## config.mk

```make
export PLATFORM = sky130hd
export DESIGN_NAME = utf8_stream_decoder
export DESIGN_NICKNAME = d
export VERILOG_FILES = /design/src/rtl/u8d_pkg.sv /design/src/rtl/utf8_stream_decoder.sv /design/src/rtl/u8d_front.sv /design/src/rtl/u8d_queue.sv /design/src/rtl/u8d_back.sv
export SDC_FILE = /design/constraint.sdc
export NUM_CORES = 1
export LEC_CHECK = 0
export BUFFER_PORTS_ARGS = -buffer_cell sky130_fd_sc_hd__buf_2
export CAP_MARGIN = 20
export CELL_PAD_IN_SITES_DETAIL_PLACEMENT = 1
export CELL_PAD_IN_SITES_GLOBAL_PLACEMENT = 2
export CORE_MARGIN = 8
export CORE_UTILIZATION = 41
export DETAILED_ROUTE_END_ITERATION = 8
export PLACE_DENSITY_LB_ADDON = 0.12
export SYNTH_ARGS = -nofsm -noshare
export SYNTH_HDL_FRONTEND = slang
export SYNTH_HIERARCHICAL = 1
export SYNTH_SLANG_ARGS = --single-unit
```

## constraint.sdc

```tcl
create_clock -name i_clk -period 3.47 [get_ports i_clk]
set_input_delay 0 -clock i_clk [delete_from_list [all_inputs] [get_ports i_clk]]
set_output_delay 0 -clock i_clk [all_outputs]
set_load 0.05 [all_outputs]
```

## src/rtl/u8d_pkg.sv

```systemverilog
// shared types and constants for the utf-8 stream decoder
// used by u8d_front, u8d_queue, u8d_back and utf8_stream_decoder
`default_nettype none

package u8d_pkg;

    localparam int CP_W        = 21;
    localparam int USED_W      = 3;
    localparam int PAYLOAD_W   = 18;
    localparam int QUEUE_DEPTH = 4;

    localparam logic [CP_W-1:0]   RPL_CHAR = 21'h00FFFD;
    localparam logic [USED_W-1:0] USED_ONE = 3'd1;

    // one job: some replacement results, then optionally one final result
    typedef struct packed {
        logic [1:0]        rpl_cnt;
        logic              has_final;
        logic [CP_W-1:0]   cp;
        logic [USED_W-1:0] used;
    } t_job;

endpackage

`default_nettype wire

```

## src/rtl/utf8_stream_decoder.sv

```systemverilog
// utf-8 stream decoder top level: front, job queue and back
// depends on u8d_pkg, u8d_front, u8d_queue, u8d_back
//
//   channel   direction  handshake            payload
//   bytes     in         push / full          i_in_byte, i_end_of_text
//   results   out        pop / empty          o_code_point, o_bytes_used, o_run_last
//
// one byte is taken each cycle while the job queue has room; the front updates its
// sequence state in the same cycle.
// the back drains one result per cycle while its output is popped or empty, and a byte
// yields up to four results on a broken sequence; the queue absorbs these runs.
// a byte's first result passes the job queue and then the back's output register.
// synchronous active-low reset empties queue and output, closes any open sequence.
`default_nettype none

module utf8_stream_decoder #(
    parameter int QDEPTH = u8d_pkg::QUEUE_DEPTH
) (
    input  wire logic                         i_clk,
    input  wire logic                         i_rst_n,
    input  wire logic                         push,
    output logic                              full,
    input  wire logic [7:0]                   i_in_byte,
    input  wire logic                         i_end_of_text,
    output logic                              empty,
    input  wire logic                         pop,
    output logic [u8d_pkg::CP_W-1:0]          o_code_point,
    output logic [u8d_pkg::USED_W-1:0]        o_bytes_used,
    output logic                              o_run_last
);

    u8d_pkg::t_job  w_wr_job, w_rd_job;
    logic           w_wr_valid;
    logic           w_q_empty;
    logic           w_q_pop;
    logic           w_accept;

    assign w_accept = push && !full;

    u8d_front u_front (
        .i_clk         (i_clk),
        .i_rst_n       (i_rst_n),
        .i_accept      (w_accept),
        .i_in_byte     (i_in_byte),
        .i_end_of_text (i_end_of_text),
        .o_job         (w_wr_job),
        .o_job_valid   (w_wr_valid)
    );

    u8d_queue #(
        .DEPTH (QDEPTH)
    ) u_queue (
        .i_clk     (i_clk),
        .i_rst_n   (i_rst_n),
        .i_wr_en   (w_wr_valid),
        .i_wr_data (w_wr_job),
        .i_rd_en   (w_q_pop),
        .o_rd_data (w_rd_job),
        .o_full    (full),
        .o_empty   (w_q_empty)
    );

    u8d_back u_back (
        .i_clk        (i_clk),
        .i_rst_n      (i_rst_n),
        .i_job        (w_rd_job),
        .i_job_empty  (w_q_empty),
        .o_job_pop    (w_q_pop),
        .i_pop        (pop),
        .o_empty      (empty),
        .o_code_point (o_code_point),
        .o_bytes_used (o_bytes_used),
        .o_run_last   (o_run_last)
    );

    // a multi-byte result always closes its run
    a_multi_is_last: assert property (@(posedge i_clk) disable iff (!i_rst_n)
        (!empty && o_bytes_used != u8d_pkg::USED_ONE) |-> o_run_last)
        else $error("multi-byte result not last of its run");

    // results ahead of the last one in a run are replacements
    a_early_is_rpl: assert property (@(posedge i_clk) disable iff (!i_rst_n)
        (!empty && !o_run_last) |-> (o_code_point == u8d_pkg::RPL_CHAR
            && o_bytes_used == u8d_pkg::USED_ONE))
        else $error("non-final result is not a replacement");

    // reset leaves nothing to pop
    a_reset_empty: assert property (@(posedge i_clk)
        !i_rst_n |=> empty)
        else $error("result pending after reset");

endmodule

`default_nettype wire

```

## src/rtl/u8d_front.sv

```systemverilog
// front part: takes bytes, tracks the open sequence, emits at most one job per byte
// depends on u8d_pkg
`default_nettype none

module u8d_front (
    input  wire logic          i_clk,
    input  wire logic          i_rst_n,
    input  wire logic          i_accept,
    input  wire logic [7:0]    i_in_byte,
    input  wire logic          i_end_of_text,
    output u8d_pkg::t_job      o_job,
    output logic               o_job_valid
);

    logic [7:0]                     r_lead, n_lead;
    logic [u8d_pkg::PAYLOAD_W-1:0]  r_payload, n_payload;
    logic [1:0]                     r_seen, n_seen;
    logic [1:0]                     r_need, n_need;

    logic [1:0]                     seen_inc;
    logic [u8d_pkg::PAYLOAD_W-1:0]  pl_next;
    logic [u8d_pkg::CP_W-1:0]       cp_full;
    logic [1:0]                     fresh_need;
    logic                           is_cont;
    logic                           do_fresh;

    always_comb begin
        is_cont  = (i_in_byte[7:6] == 2'b10);
        seen_inc = r_seen + 2'd1;
        pl_next  = {r_payload[u8d_pkg::PAYLOAD_W-7:0], i_in_byte[5:0]};
        case (seen_inc)
            2'd1:    cp_full = {10'd0, r_lead[4:0], pl_next[5:0]};
            2'd2:    cp_full = {5'd0, r_lead[3:0], pl_next[11:0]};
            default: cp_full = {r_lead[2:0], pl_next};
        endcase
        case (i_in_byte[7:3]) inside
            [5'b11000:5'b11011]: fresh_need = 2'd1;
            [5'b11100:5'b11101]: fresh_need = 2'd2;
            5'b11110:            fresh_need = 2'd3;
            default:             fresh_need = 2'd0;
        endcase
    end

    always_comb begin
        n_lead    = r_lead;
        n_payload = r_payload;
        n_seen    = r_seen;
        n_need    = r_need;
        o_job     = '0;
        do_fresh  = 1'b0;
        if (r_need != 2'd0) begin
            if (is_cont) begin
                if (seen_inc == r_need) begin
                    o_job.has_final = 1'b1;
                    o_job.cp        = cp_full;
                    o_job.used      = {1'b0, seen_inc} + 3'd1;
                    n_lead = '0; n_payload = '0; n_seen = '0; n_need = '0;
                end else if (i_end_of_text) begin
                    // lead, buffered bytes and this byte all become replacements
                    o_job.rpl_cnt   = seen_inc;
                    o_job.has_final = 1'b1;
                    o_job.cp        = u8d_pkg::RPL_CHAR;
                    o_job.used      = u8d_pkg::USED_ONE;
                    n_lead = '0; n_payload = '0; n_seen = '0; n_need = '0;
                end else begin
                    n_seen    = seen_inc;
                    n_payload = pl_next;
                end
            end else begin
                // broken sequence: flush lead and buffered bytes, then restart
                o_job.rpl_cnt = seen_inc;
                n_lead = '0; n_payload = '0; n_seen = '0; n_need = '0;
                do_fresh = 1'b1;
            end
        end else begin
            do_fresh = 1'b1;
        end

        if (do_fresh) begin
            if (i_in_byte[7] == 1'b0) begin
                o_job.has_final = 1'b1;
                o_job.cp        = {13'd0, i_in_byte};
                o_job.used      = u8d_pkg::USED_ONE;
            end else if (fresh_need == 2'd0 || i_end_of_text) begin
                o_job.has_final = 1'b1;
                o_job.cp        = u8d_pkg::RPL_CHAR;
                o_job.used      = u8d_pkg::USED_ONE;
            end else begin
                n_lead    = i_in_byte;
                n_payload = '0;
                n_seen    = '0;
                n_need    = fresh_need;
            end
        end
        o_job_valid = i_accept && (o_job.has_final || o_job.rpl_cnt != 2'd0);
    end

    always_ff @(posedge i_clk) begin
        if (!i_rst_n) begin
            r_lead    <= '0;
            r_payload <= '0;
            r_seen    <= '0;
            r_need    <= '0;
        end else if (i_accept) begin
            r_lead    <= n_lead;
            r_payload <= n_payload;
            r_seen    <= n_seen;
            r_need    <= n_need;
        end
    end

endmodule

`default_nettype wire

```

## src/rtl/u8d_queue.sv

```systemverilog
// small job queue between front and back, show-ahead read
// depends on u8d_pkg
`default_nettype none

module u8d_queue #(
    parameter int DEPTH = u8d_pkg::QUEUE_DEPTH
) (
    input  wire logic          i_clk,
    input  wire logic          i_rst_n,
    input  wire logic          i_wr_en,
    input  wire u8d_pkg::t_job i_wr_data,
    input  wire logic          i_rd_en,
    output u8d_pkg::t_job      o_rd_data,
    output logic               o_full,
    output logic               o_empty
);

    localparam int PTR_W = (DEPTH > 1) ? $clog2(DEPTH) : 1;
    localparam int CNT_W = $clog2(DEPTH + 1);
    localparam logic [PTR_W-1:0] LAST_PTR = PTR_W'(DEPTH - 1);
    localparam logic [CNT_W-1:0] FULL_CNT = CNT_W'(DEPTH);

    u8d_pkg::t_job     r_mem [DEPTH];
    logic [PTR_W-1:0]  r_wr_ptr, r_rd_ptr;
    logic [CNT_W-1:0]  r_cnt;
    logic              do_wr, do_rd;

    assign o_full    = (r_cnt == FULL_CNT);
    assign o_empty   = (r_cnt == '0);
    assign do_wr     = i_wr_en && !o_full;
    assign do_rd     = i_rd_en && !o_empty;
    assign o_rd_data = r_mem[r_rd_ptr];

    always_ff @(posedge i_clk) begin
        if (do_wr) begin
            r_mem[r_wr_ptr] <= i_wr_data;
        end
    end

    always_ff @(posedge i_clk) begin
        if (!i_rst_n) begin
            r_wr_ptr <= '0;
            r_rd_ptr <= '0;
            r_cnt    <= '0;
        end else begin
            if (do_wr) begin
                r_wr_ptr <= (r_wr_ptr == LAST_PTR) ? '0 : r_wr_ptr + 1'b1;
            end
            if (do_rd) begin
                r_rd_ptr <= (r_rd_ptr == LAST_PTR) ? '0 : r_rd_ptr + 1'b1;
            end
            case ({do_wr, do_rd})
                2'b10:   r_cnt <= r_cnt + 1'b1;
                2'b01:   r_cnt <= r_cnt - 1'b1;
                default: r_cnt <= r_cnt;
            endcase
        end
    end

endmodule

`default_nettype wire

```

## src/rtl/u8d_back.sv

```systemverilog
// back part: expands each job into results, one per cycle while the output is popped or empty, into an output register
// depends on u8d_pkg
`default_nettype none

module u8d_back (
    input  wire logic                         i_clk,
    input  wire logic                         i_rst_n,
    input  wire u8d_pkg::t_job                i_job,
    input  wire logic                         i_job_empty,
    output logic                              o_job_pop,
    input  wire logic                         i_pop,
    output logic                              o_empty,
    output logic [u8d_pkg::CP_W-1:0]          o_code_point,
    output logic [u8d_pkg::USED_W-1:0]        o_bytes_used,
    output logic                              o_run_last
);

    logic [1:0]                   r_idx;
    logic                         r_valid;
    logic [u8d_pkg::CP_W-1:0]     r_cp;
    logic [u8d_pkg::USED_W-1:0]   r_used;
    logic                         r_last;

    logic [2:0]                   total;
    logic                         emit;
    logic                         is_last;
    logic                         in_rpl;

    always_comb begin
        total   = {1'b0, i_job.rpl_cnt} + {2'b00, i_job.has_final};
        emit    = !i_job_empty && (!r_valid || i_pop);
        is_last = ({1'b0, r_idx} + 3'd1) == total;
        in_rpl  = r_idx < i_job.rpl_cnt;
    end

    assign o_job_pop    = emit && is_last;
    assign o_empty      = !r_valid;
    assign o_code_point = r_cp;
    assign o_bytes_used = r_used;
    assign o_run_last   = r_last;

    always_ff @(posedge i_clk) begin
        if (emit) begin
            r_cp   <= in_rpl ? u8d_pkg::RPL_CHAR : i_job.cp;
            r_used <= in_rpl ? u8d_pkg::USED_ONE : i_job.used;
            r_last <= is_last;
        end
    end

    always_ff @(posedge i_clk) begin
        if (!i_rst_n) begin
            r_idx   <= '0;
            r_valid <= 1'b0;
        end else begin
            if (emit) begin
                r_valid <= 1'b1;
                r_idx   <= is_last ? 2'd0 : r_idx + 2'd1;
            end else if (i_pop) begin
                r_valid <= 1'b0;
            end
        end
    end

endmodule

`default_nettype wire

```

==> results of run 1 <==
-- power by group --
group / leakage [nW] / internal [W] / switching, W / total (W)
clock network: 0.256 / 0.000964 / 0.000713 / 0.00168
logic: 1.04 / 0.000411 / 0.000860 / 0.00127
registers: 1.50 / 0.00246 / 0.0000821 / 0.00254
total: 2.79 / 0.00383 / 0.00165 / 0.00549
-- worst max-delay path, cell delays in order, from the launching register on --
cell and delay (ps):
dfxtp_4 380, mux4_2 520, ha_2 210, ha_4 270, xnor2_2 100, nand3_1 110, nor3_2 240, o31ai_4 120
inv_2 80, ha_4 130, inv_1 50, fa_2 330, xor2_1 150, or3_1 380, a21boi_1 130
-- kinds of logic after synthesis --
kind of cell / count (synthesis) / share of synthesized area [%]
AOI/OAI and AO/OA: 80 / 8.91
DFF: 166 / 66.4
and+or+nand+nor: 104 / 8.76
buffers and inverters: 35 / 2.89
xor gates and xnor gates: 7 / 1.09
adders and majority gates: 14 / 2.61
muxes: 29 / 9.34
-- worst max path at each step --
| stage | from | endpoint | cells past startpoint |
|---|---|---|---|
| 2_1_floorplan | flip-flop | u_queue/r_cnt[2] | 16 |
| 3_3_place_gp | flip-flop | u_queue/r_cnt[2] | 14 |
| 3_5_place_dp | flip-flop | u_queue/r_cnt[2] | 14 |
| 4_1_cts | flip-flop | u_queue/r_cnt[2] | 14 |
| 5_1_grt | flip-flop | u_queue/r_cnt[2] | 14 |
| 6_report | flip-flop | u_queue/r_cnt[2] | 14 |
-- cell type report --
| type | instances | area, um^2 | area share [%] |
|---|---|---|---|
| Inverter | 17 | 63.8 | 0.784 |
| Clock inverter | 9 | 55.1 | 0.676 |
| Timing Repair Buffer | 62 | 385 | 4.73 |
| Clock buffer | 23 | 478 | 5.87 |
| Tap cell | 225 | 282 | 3.46 |
| Sequential cell | 166 | 4660 | 57.2 |
| Multi-Input combinational cell | 234 | 2220 | 27.3 |
-- state kept, by name, indices dropped and copies added (netlist names), named ones only --
register,flops
u_queue/r_cnt,3
u_back/r_idx,2
u_queue/r_wr_ptr,2
u_front/r_payload,12
u_back/o_run_last,1
u_back/o_code_point,21
u_front/r_lead,5
u_front/r_seen,2
u_queue/r_rd_ptr,2
u_queue/r_mem,108
u_back/o_bytes_used,3
u_front/r_need,2
u_back/r_valid,1
-- metal layers --
layer | routed length, um | track usage, % | up-vias
li1 | - | - | 1818
met1 | 6840 | 17.6 | 1985
met2 | 6950 | 22.7 | 52
met3 | 448 | 4.03 | 9
met4 | 114 | 4.33 | 0
met5 | 0 | 0 | -
-- layout by cell type, fill, tap and decap left out, drive strengths merged, types with 13 or more instances in the layout --
| cell | n |
|---|---|
| ha | 13 |
| buf | 55 |
| mux4 | 27 |
| edfxtp | 133 |
| or2 | 17 |
| o21ai | 16 |
| inv | 17 |
| dfxtp | 33 |
| nand2 | 22 |
| and2 | 13 |
| clkbuf | 23 |
-- through the flow --
step	area (um^2)	util, %
global placement	7430	43.7
finish	8140	47.9
floorplan	7010	-
detailed placement	7430	43.7
global route	8140	47.9
CTS	8050	47.4
-- timing repair --
item	in CTS	in global routing
endpoints found under the hold margin	13	0
pin swaps	0	5
setup buffers	1	4
endpoints found under the setup margin	1	2
gates resized for setup	2	11
hold buffers	7	0
-- cell usage after synthesis, drive strengths merged (4+ instances only) --
| cell type | instances |
|---|---|
| nor3 | 4 |
| and2 | 13 |
| buf | 13 |
| a211oi | 6 |
| inv | 17 |
| nand2b | 4 |
| nand2 | 22 |
| o21ai | 16 |
| edfxtp | 133 |
| and2b | 4 |
| nor2b | 8 |
| a22oi | 5 |
| a21o | 5 |
| nand3 | 5 |
| ha | 13 |
| o2111ai | 5 |
| a21oi | 7 |
| a22o | 12 |
| nor2 | 12 |
| a221oi | 4 |
| mux4 | 27 |
| clkbuf | 5 |
| a21boi | 4 |
| nor3b | 6 |
| or2 | 17 |
| xnor2 | 4 |
| dfxtp | 33 |
==> reports/metrics.csv, run 1 <==
metric;value;unit
status;finished, final reports clean;
syn nets;462;
clk_lat worst skew;420;ps
drt first pass iters;5;
Reg-to-Reg End;u_queue/r_cnt[2];
hold_ws;33.4;ps
Num CTS Buffers;17;
largest net degree at the start of global routing;31;
H-tree depth;4;
GP Congestion;0.761;
clk slew on worst S/H paths;60;ps
PnR worst setup slack;198;ps
area grow syn2layout;16.1;%
drt total wl;14.4;mm
Placed Instances;692;
Main synth FF type;edfxtp_1;
Reg2Reg Depth;14;
Initial Util;41.2;%
YS warnings;6;
share of the synthesized area in the top cell type;57.0;%
Setup-failing EPs final;0;
Residual DRC;0;
1st-iter DRT viols;147;
die height;147;um
syn avg cell area;16.1;um^2
Ports;40;
GR Util All Layers;13.9;%
Pleak;2.79;nW
relative slew slack;52.2;%
fill cell count;1657;
cell area power density;674;mW/mm^2
area of the core;0.0170;mm^2
routed length per instance;19.5;um
worst hold stages;4;
Placement Setup Slack;-39.0;ps
first-pass GRT wire length;22.8;mm
clk sink count;166;
crit share post-route;94.3;%
crit start category;flip-flop;
top cells by area, synth;edfxtp_1, dfxtp_1, mux4_2, mux4_1, ha_1;
post-synthesis sequential area ratio;66.4;%
DPL Wire Length;9.51;mm
total congestion overflow;0;
vias in the first global route;4161;
worst vdd ir;0.342;mV
Final TNS setup;0;ps
TritonCTS clock tree;done;
Pwr Total;0.00549;W
WS Path Type;flip-flop to flip-flop;
DIE AREA;0.0215;mm^2
WHS Endpoint;u_front/r_seen[0];
Post-Syn Area;0.00701;mm^2
clk root buf;clkbuf_16;
maximum root-to-sink buffer count;2;
antenna-violating nets left;0;
FP Rows;48;
synth unique cells;64;
max-slew violations;0;
Final Hold Vio Count;0;
flop-to-flop setup slack;200;ps
layout net count;525;
number of synthesized flops with an enable pin;133;
Fmax achieved;0.306;GHz
worst min path class;primary input to flip-flop;
Finished Layout Cells;736;
hold path start;push;
ys async rst share;0;%
leading area contributor after synthesis;edfxtp_1;
vias per inst;5.25;
Worst Tran Pin Value;711;ps
worst clock skew;9.51;ps
CP endpoint kind;flip-flop;
Port Buffer Count;39;
worst endpoint required time;3820;ps
crit path max fanout;5;
Crit path arrival time;3630;ps
die width;147;um
Syn Inst Count;435;
Max Cap Viol;0;
Vias;3864;
Antenna diodes;0;
share of cells above drive strength 1;25.6;%
#FFs+latches synth;166;
fin crit period;3270;ps
initial antenna violation count;0;
(Power assumes the default switching activity.)
==> run 2: changes to the inputs <==
--- a/config.mk
+++ b/config.mk
@@ -5,6 +5,7 @@
 export SDC_FILE = /design/constraint.sdc
 export NUM_CORES = 1
 export LEC_CHECK = 0
+export ABC_CLOCK_PERIOD_IN_PS = 3470
 export BUFFER_PORTS_ARGS = -buffer_cell sky130_fd_sc_hd__buf_2
 export CAP_MARGIN = 20
 export CELL_PAD_IN_SITES_DETAIL_PLACEMENT = 1
@@ -12,7 +13,7 @@
 export CORE_MARGIN = 8
 export CORE_UTILIZATION = 41
 export DETAILED_ROUTE_END_ITERATION = 8
-export PLACE_DENSITY_LB_ADDON = 0.12
+export PLACE_DENSITY_LB_ADDON = 0.1
 export SYNTH_ARGS = -nofsm -noshare
 export SYNTH_HDL_FRONTEND = slang
 export SYNTH_HIERARCHICAL = 1
==> run 2 against run 1 <==
  * Register-to-register slack worse by 70 ps
  * Clock power up 19%
  * Hold slack better by 13 ps
  * Critical path type unchanged
  * Critical endpoint unchanged
  * Largest cell class unchanged
==> reports/metrics.csv, run 2 (synthesis gave the netlist of run 1 again) <==
metric;value;unit
Max Cap Viol;0;
die width;147;um
GP Congestion;0.759;
CP delay by family, top;adder cells;
area of the multi-input gates;0.00221;mm^2
Initial Util;41.2;%
routed length per instance;20.3;um
crit start category;flip-flop;
worst min path class;primary input to flip-flop;
area grow syn2layout;18.2;%
most common cell after layout, fill and taps aside;edfxtp_1;
hold_ws;46.3;ps
status;finished, final reports clean;
worst vdd ir;0.356;mV
Crit path arrival time;3700;ps
H-tree depth;4;
Antenna diodes;0;
TritonCTS clock tree;done;
CP endpoint kind;flip-flop;
FP Rows;48;
total congestion overflow;0;
WS Path Type;flip-flop to flip-flop;
Biggest register;u_queue/r_mem;
crit share post-route;96.3;%
vias in the first global route;4288;
Vias;3912;
share of cells above drive strength 1;25.8;%
wl on met1;7.08;mm
DPL Wire Length;9.62;mm
clk root buf;clkbuf_16;
worst clock skew;10.6;ps
clk sink count;166;
relative slew slack;51.2;%
cell area power density;701;mW/mm^2
antenna-violating nets left;0;
Residual DRC;0;
Port Buffer Count;39;
crit path max fanout;5;
max-slew violations;0;
max FFs per register;108;
Ports;40;
DIE AREA;0.0215;mm^2
Num CTS Buffers;17;
Worst Path Buf+Inv;2;
Reg area;0.00466;mm^2
1st-iter DRT viols;206;
final core occ;48.7;%
initial antenna violation count;0;
max incr delay on CP;510;ps
largest net degree at the start of global routing;31;
drt first pass iters;4;
fill cell count;1628;
DR top layer;met4;
met2 WL post-DR;7.21;mm
clk slew on worst S/H paths;60;ps
area of the core;0.0170;mm^2
Setup-failing EPs final;0;
Pleak;2.86;nW
clk_lat worst skew;420;ps
drt total wl;14.9;mm
critical-path cell list;mux4_2, ha_2, ha_4, xnor2_1, nand3_1, nor3_2, o31ai_4, inv_1, ha_2, inv_1, fa_1, xor2_1, or3_1, a21boi_1;
Fmax achieved;0.299;GHz
Finished Layout Cells;737;
WL met3;455;um
worst endpoint required time;3830;ps
Critical Path Slowest Stage Cell;mux4_2;
fin crit period;3340;ps
GR Util All Layers;14.5;%
die height;147;um
vias per inst;5.31;
commonest non-fill, non-tap cells in the layout;edfxtp_1, buf_2, dfxtp_1, nand2_1, mux4_2;
Final Hold Vio Count;0;
Final TNS setup;0;ps
first-pass GRT wire length;23.9;mm
layout net count;526;
maximum root-to-sink buffer count;2;
Placed Instances;693;
Worst Tran Pin Value;726;ps
==> run 2: cell types whose count changed in the layout (fill, tap and decap cells not counted), moves of 2 or more <==
cell / change
clkbuf_1: -3
clkinv_4: +2
buf_4: -3
buf_12: +4
clkinvlp_4: -2
clkbuf_8: -3
xnor2_2: -2
inv_6: +2
bufinv_16: +4
==> run 2: per-layer routing <==
metal	track usage, %	vias to the layer above
met1	19.2	2013
met2	22.9	57
met3	3.72	16
met4	4.74	0
met5	0	-
li1	-	1826
==> run 2: path summary, 6_finish.rpt <==
| check | to | depth (start not counted) | slack, ps | startpoint |
|---|---|---|---|---|
| min reg2reg | u_front/r_payload[10] | 1 | 480 | u_front/r_payload[10] |
| max reg2reg | u_queue/r_cnt[2] | 14 | 130 | flip-flop |
| min | u_front/r_seen[0] | 4 | 50 | push |
| max | u_queue/r_cnt[2] | 14 | 130 | flip-flop |
==> run 2: stage by stage <==
stage / instance area (um^2) / setup WS, ps / total power, W
2_1_floorplan: 7010 / 24.8 / 0.00351
3_3_place_gp: 7490 / 123 / 0.00380
3_5_place_dp: 7490 / -57.8 / 0.00383
4_1_cts: 8200 / 3.06 / 0.00585
5_1_grt: 8280 / -41.1 / 0.00606
6_report: 8280 / 130 / 0.00581
==> run 2: worst register-to-register path, cell delays in order, from the launching register on <==
cell      delay [ps]
dfxtp_4          380
mux4_2           520
ha_2             220
ha_4             260
xnor2_1          110
nand3_1          120
nor3_2           270
o31ai_4          120
inv_1             80
ha_2             180
inv_1             50
fa_1             370
xor2_1           160
or3_1            320
a21boi_1         120
==> run 2: timing repair <==
| action | in CTS | in global routing |
|---|---|---|
| gates resized for setup | 2 | 8 |
| endpoints found under the setup margin | 1 | 2 |
| endpoints found under the hold margin | 13 | 0 |
| setup buffers | 0 | 5 |
| hold buffers | 7 | 0 |
| pin swaps | 0 | 5 |
==> run 2: layout make-up <==
class | count | area share (%)
Clock inverter | 15 | 2.43
Tap cell | 225 | 3.40
Multi-Input combinational cell | 234 | 26.7
Sequential cell | 166 | 56.2
Timing Repair Buffer | 63 | 5.35
Clock buffer | 17 | 5.14
Inverter | 17 | 0.770
==> run 2: where the power goes <==
group | internal, W | switching, W | leakage, nW
Clock | 0.00121 | 0.000785 | 0.307
Combinational | 0.000410 | 0.000862 | 1.05
Sequential | 0.00246 | 0.0000835 | 1.50
==> run 3: changes to the inputs <==
--- a/config.mk
+++ b/config.mk
@@ -5,13 +5,14 @@
 export SDC_FILE = /design/constraint.sdc
 export NUM_CORES = 1
 export LEC_CHECK = 0
+export ABC_AREA = 1
 export ABC_CLOCK_PERIOD_IN_PS = 3470
 export BUFFER_PORTS_ARGS = -buffer_cell sky130_fd_sc_hd__buf_2
 export CAP_MARGIN = 20
 export CELL_PAD_IN_SITES_DETAIL_PLACEMENT = 1
 export CELL_PAD_IN_SITES_GLOBAL_PLACEMENT = 2
 export CORE_MARGIN = 8
-export CORE_UTILIZATION = 41
+export CORE_UTILIZATION = 36
 export DETAILED_ROUTE_END_ITERATION = 8
 export PLACE_DENSITY_LB_ADDON = 0.1
 export SYNTH_ARGS = -nofsm -noshare
==> run 3 against run 2 <==
  * Final area up 4.3%
  * Sequential share of layout area down 2.4 points
  * Maximum frequency up 3.3%
  * Critical path depth up 4
  * Synthesized cell count up 66%
  * Sequential power up 6%
  * Combinational power up 79%
  * Hold slack worse by 27 ps
  * Synthesized area up 7.4%
  * Largest cell class unchanged
==> reports/metrics.csv, run 3 <==
metric;value;unit
first-pass GRT wire length;30.8;mm
clock power share;29.3;%
worst min path class;primary input to flip-flop;
commonest non-fill, non-tap cells in the layout;edfxtp_1, nand2_1, nor2_1, inv_1, o21ai_0;
syn nets;750;
Finished Layout Cells;1053;
Port Buffer Count;39;
max-slew violations;0;
initial antenna violation count;0;
Num CTS Buffers;17;
clk root buf;clkbuf_16;
WS Path Type;flip-flop to flip-flop;
crit share post-route;93.2;%
NetSw;0.00260;W
relative slew slack;42.2;%
total congestion overflow;0;
post-CTS sizing;0;
most common cell in the netlist;edfxtp_1;
Crit path arrival time;3560;ps
fin crit period;3230;ps
worst clock skew;16.4;ps
1st-iter DRT viols;275;
max FFs per register;108;
most common cell after layout, fill and taps aside;edfxtp_1;
clk slew on worst S/H paths;70;ps
Final Hold Vio Count;0;
largest net degree at the start of global routing;49;
Initial Util;36.3;%
Post-Syn Area;0.00752;mm^2
met2 WL post-DR;9.60;mm
number of synthesized flops with an enable pin;133;
Main synth FF type;edfxtp_1;
worst endpoint required time;3800;ps
ys async rst share;0;%
Comb pwr share;32.3;%
worst vdd ir;0.318;mV
leading area contributor after synthesis;edfxtp_1;
DPL Wire Length;12.8;mm
synth unique cells;39;
DIE AREA;0.0258;mm^2
die width;161;um
layout net count;792;
TritonCTS clock tree;done;
unrepaired setup endpoints after global routing;false;
cell area power density;813;mW/mm^2
crit path max fanout;5;
GR Util All Layers;15.3;%
Max Cap Viol;0;
max incr delay on CP;450;ps
share of the synthesized area in the top cell type;53.1;%
drt total wl;19.4;mm
CP endpoint kind;flip-flop;
most frequent CP cell;inv_1;
Seq pwr share;38.4;%
FP Rows;53;
GP Congestion;0.831;
area grow syn2layout;14.8;%
Net Sw Frac;37.0;%
Setup-failing EPs final;0;
area of the core;0.0208;mm^2
drt first pass iters;4;
clk_lat worst skew;420;ps
status;finished, final reports clean;
Final TNS setup;0;ps
Biggest register;u_queue/r_mem;
Residual DRC;0;
WL met3;544;um
post-CTS setup buffer count;0;
DR top layer;met4;
Antenna diodes;0;
critical-path cell list;o21ai_0, o22ai_1, ha_1, ha_1, xnor2_1, nand3_1, nor2_1, nand2_1, inv_1, ha_1, inv_1, fa_1, inv_1, nand2_1, nand3_1, nand2_1, inv_1, nor2_1;
Pint;0.00443;W
wl on met1;9.03;mm
maximum root-to-sink buffer count;2;
routed length per instance;18.4;um
most common library cells after synthesis;edfxtp_1, nor2_1, nand2_1, inv_1, o21ai_0;
Placed Instances;1016;
die height;161;um
post-synthesis sequential area ratio;61.9;%
crit start category;flip-flop;
YS warnings;6;
top cells by area, synth;edfxtp_1, dfxtp_1, nor2_1, nand2_1, o21ai_0;
vias per inst;5.00;
Worst Tran Pin Value;858;ps
Syn Inst Count;723;
vias in the first global route;5550;
clk sink count;166;
Pleak;3.20;nW
H-tree depth;4;
Vias;5266;
share of cells above drive strength 1;14.4;%
syn avg cell area;10.4;um^2
Ports;40;
Critical Path Slowest Stage Cell;dfxtp_1;
Fmax achieved;0.309;GHz
#FFs+latches synth;166;
antenna-violating nets left;0;
## run 3: cell types whose count changed after synthesis, moves of 13 or more
cell / delta
a21oi_1: +24
nand2_1: +77
nor2_1: +92
and2_1: -13
o21ai_0: +47
o22ai_1: +35
o21ai_1: +26
mux4_2: -20
inv_1: +60
## run 3: layout make-up
type,instances,area (um^2)
Clock buffer,18,429
Clock inverter,14,216
Inverter,83,324
Fill cell,2301,12100
Tap cell,275,344
Multi-Input combinational cell,442,2290
Sequential cell,166,4660
Timing Repair Buffer,55,378
## run 3: metal layers
metal	GRT usage, %	up-vias
met5	0	-
met4	3.91	0
met3	3.48	13
met2	25.6	74
met1	19.6	2606
li1	-	2573
## run 3: critical path: cells and delay by family, from the launching register on
family / cells / cell delay, ps
XOR/XNOR: 1 / 140
flip-flops: 1 / 450
AND/OR/NAND/NOR: 7 / 820
adder cells (fa/ha/maj): 4 / 990
AO/OA/AOI/OAI: 2 / 450
buffers and inverters: 4 / 280
## run 3: per-stage QoR
step                      hold slack, ps  total power, W  area [um^2]  utilization (%)  setup WS [ps]
after floorplan                      120         0.00451         7520                -            181
after global placement               318         0.00499         7940             38.3            472
after detailed placement             340         0.00506         7940             38.3            226
after CTS                          0.267         0.00714         8640             41.6            203
after global routing                30.8         0.00744         8640             41.6           20.7
final                               19.4         0.00703         8640             41.6            235
## run 3: worst paths after layout
path	start	end	slack (ps)	cells past startpoint
max	flip-flop	u_queue/r_cnt[2]	240	18
min	i_in_byte[3]	u_front/r_need[1]	20	4
max reg2reg	flip-flop	u_queue/r_cnt[2]	240	18
min reg2reg	u_front/r_payload[11]	u_front/r_payload[11]	470	2
## run 3: power groups by stage
| stage | sequential, W | combinational, W | clock [W] |
|---|---|---|---|
| CTS | 0.00271 | 0.00233 | 0.00211 |
| finish | 0.00270 | 0.00227 | 0.00206 |
| detailed placement | 0.00275 | 0.00231 | 0 |
| floorplan | 0.00324 | 0.00127 | 0 |
| global placement | 0.00273 | 0.00225 | 0 |
| global route | 0.00273 | 0.00251 | 0.00220 |
## run 3: cell families (layout without fill, tap and decap cells)
family	count (synthesis)	in the layout	synth area share (%)
DFF	166	166	61.9
xor gates and xnor gates	1	1	0.116
and+or+nand+nor	264	264	15.5
buffers and inverters	115	170	7.81
adders and majority gates	14	14	2.43
AOI/OAI and AO/OA	163	163	12.3
## run 3: repair_timing
action	in CTS	in global routing
hold endpoints to repair	15	0
endpoints found under the setup margin	0	0
hold buffers	5	0
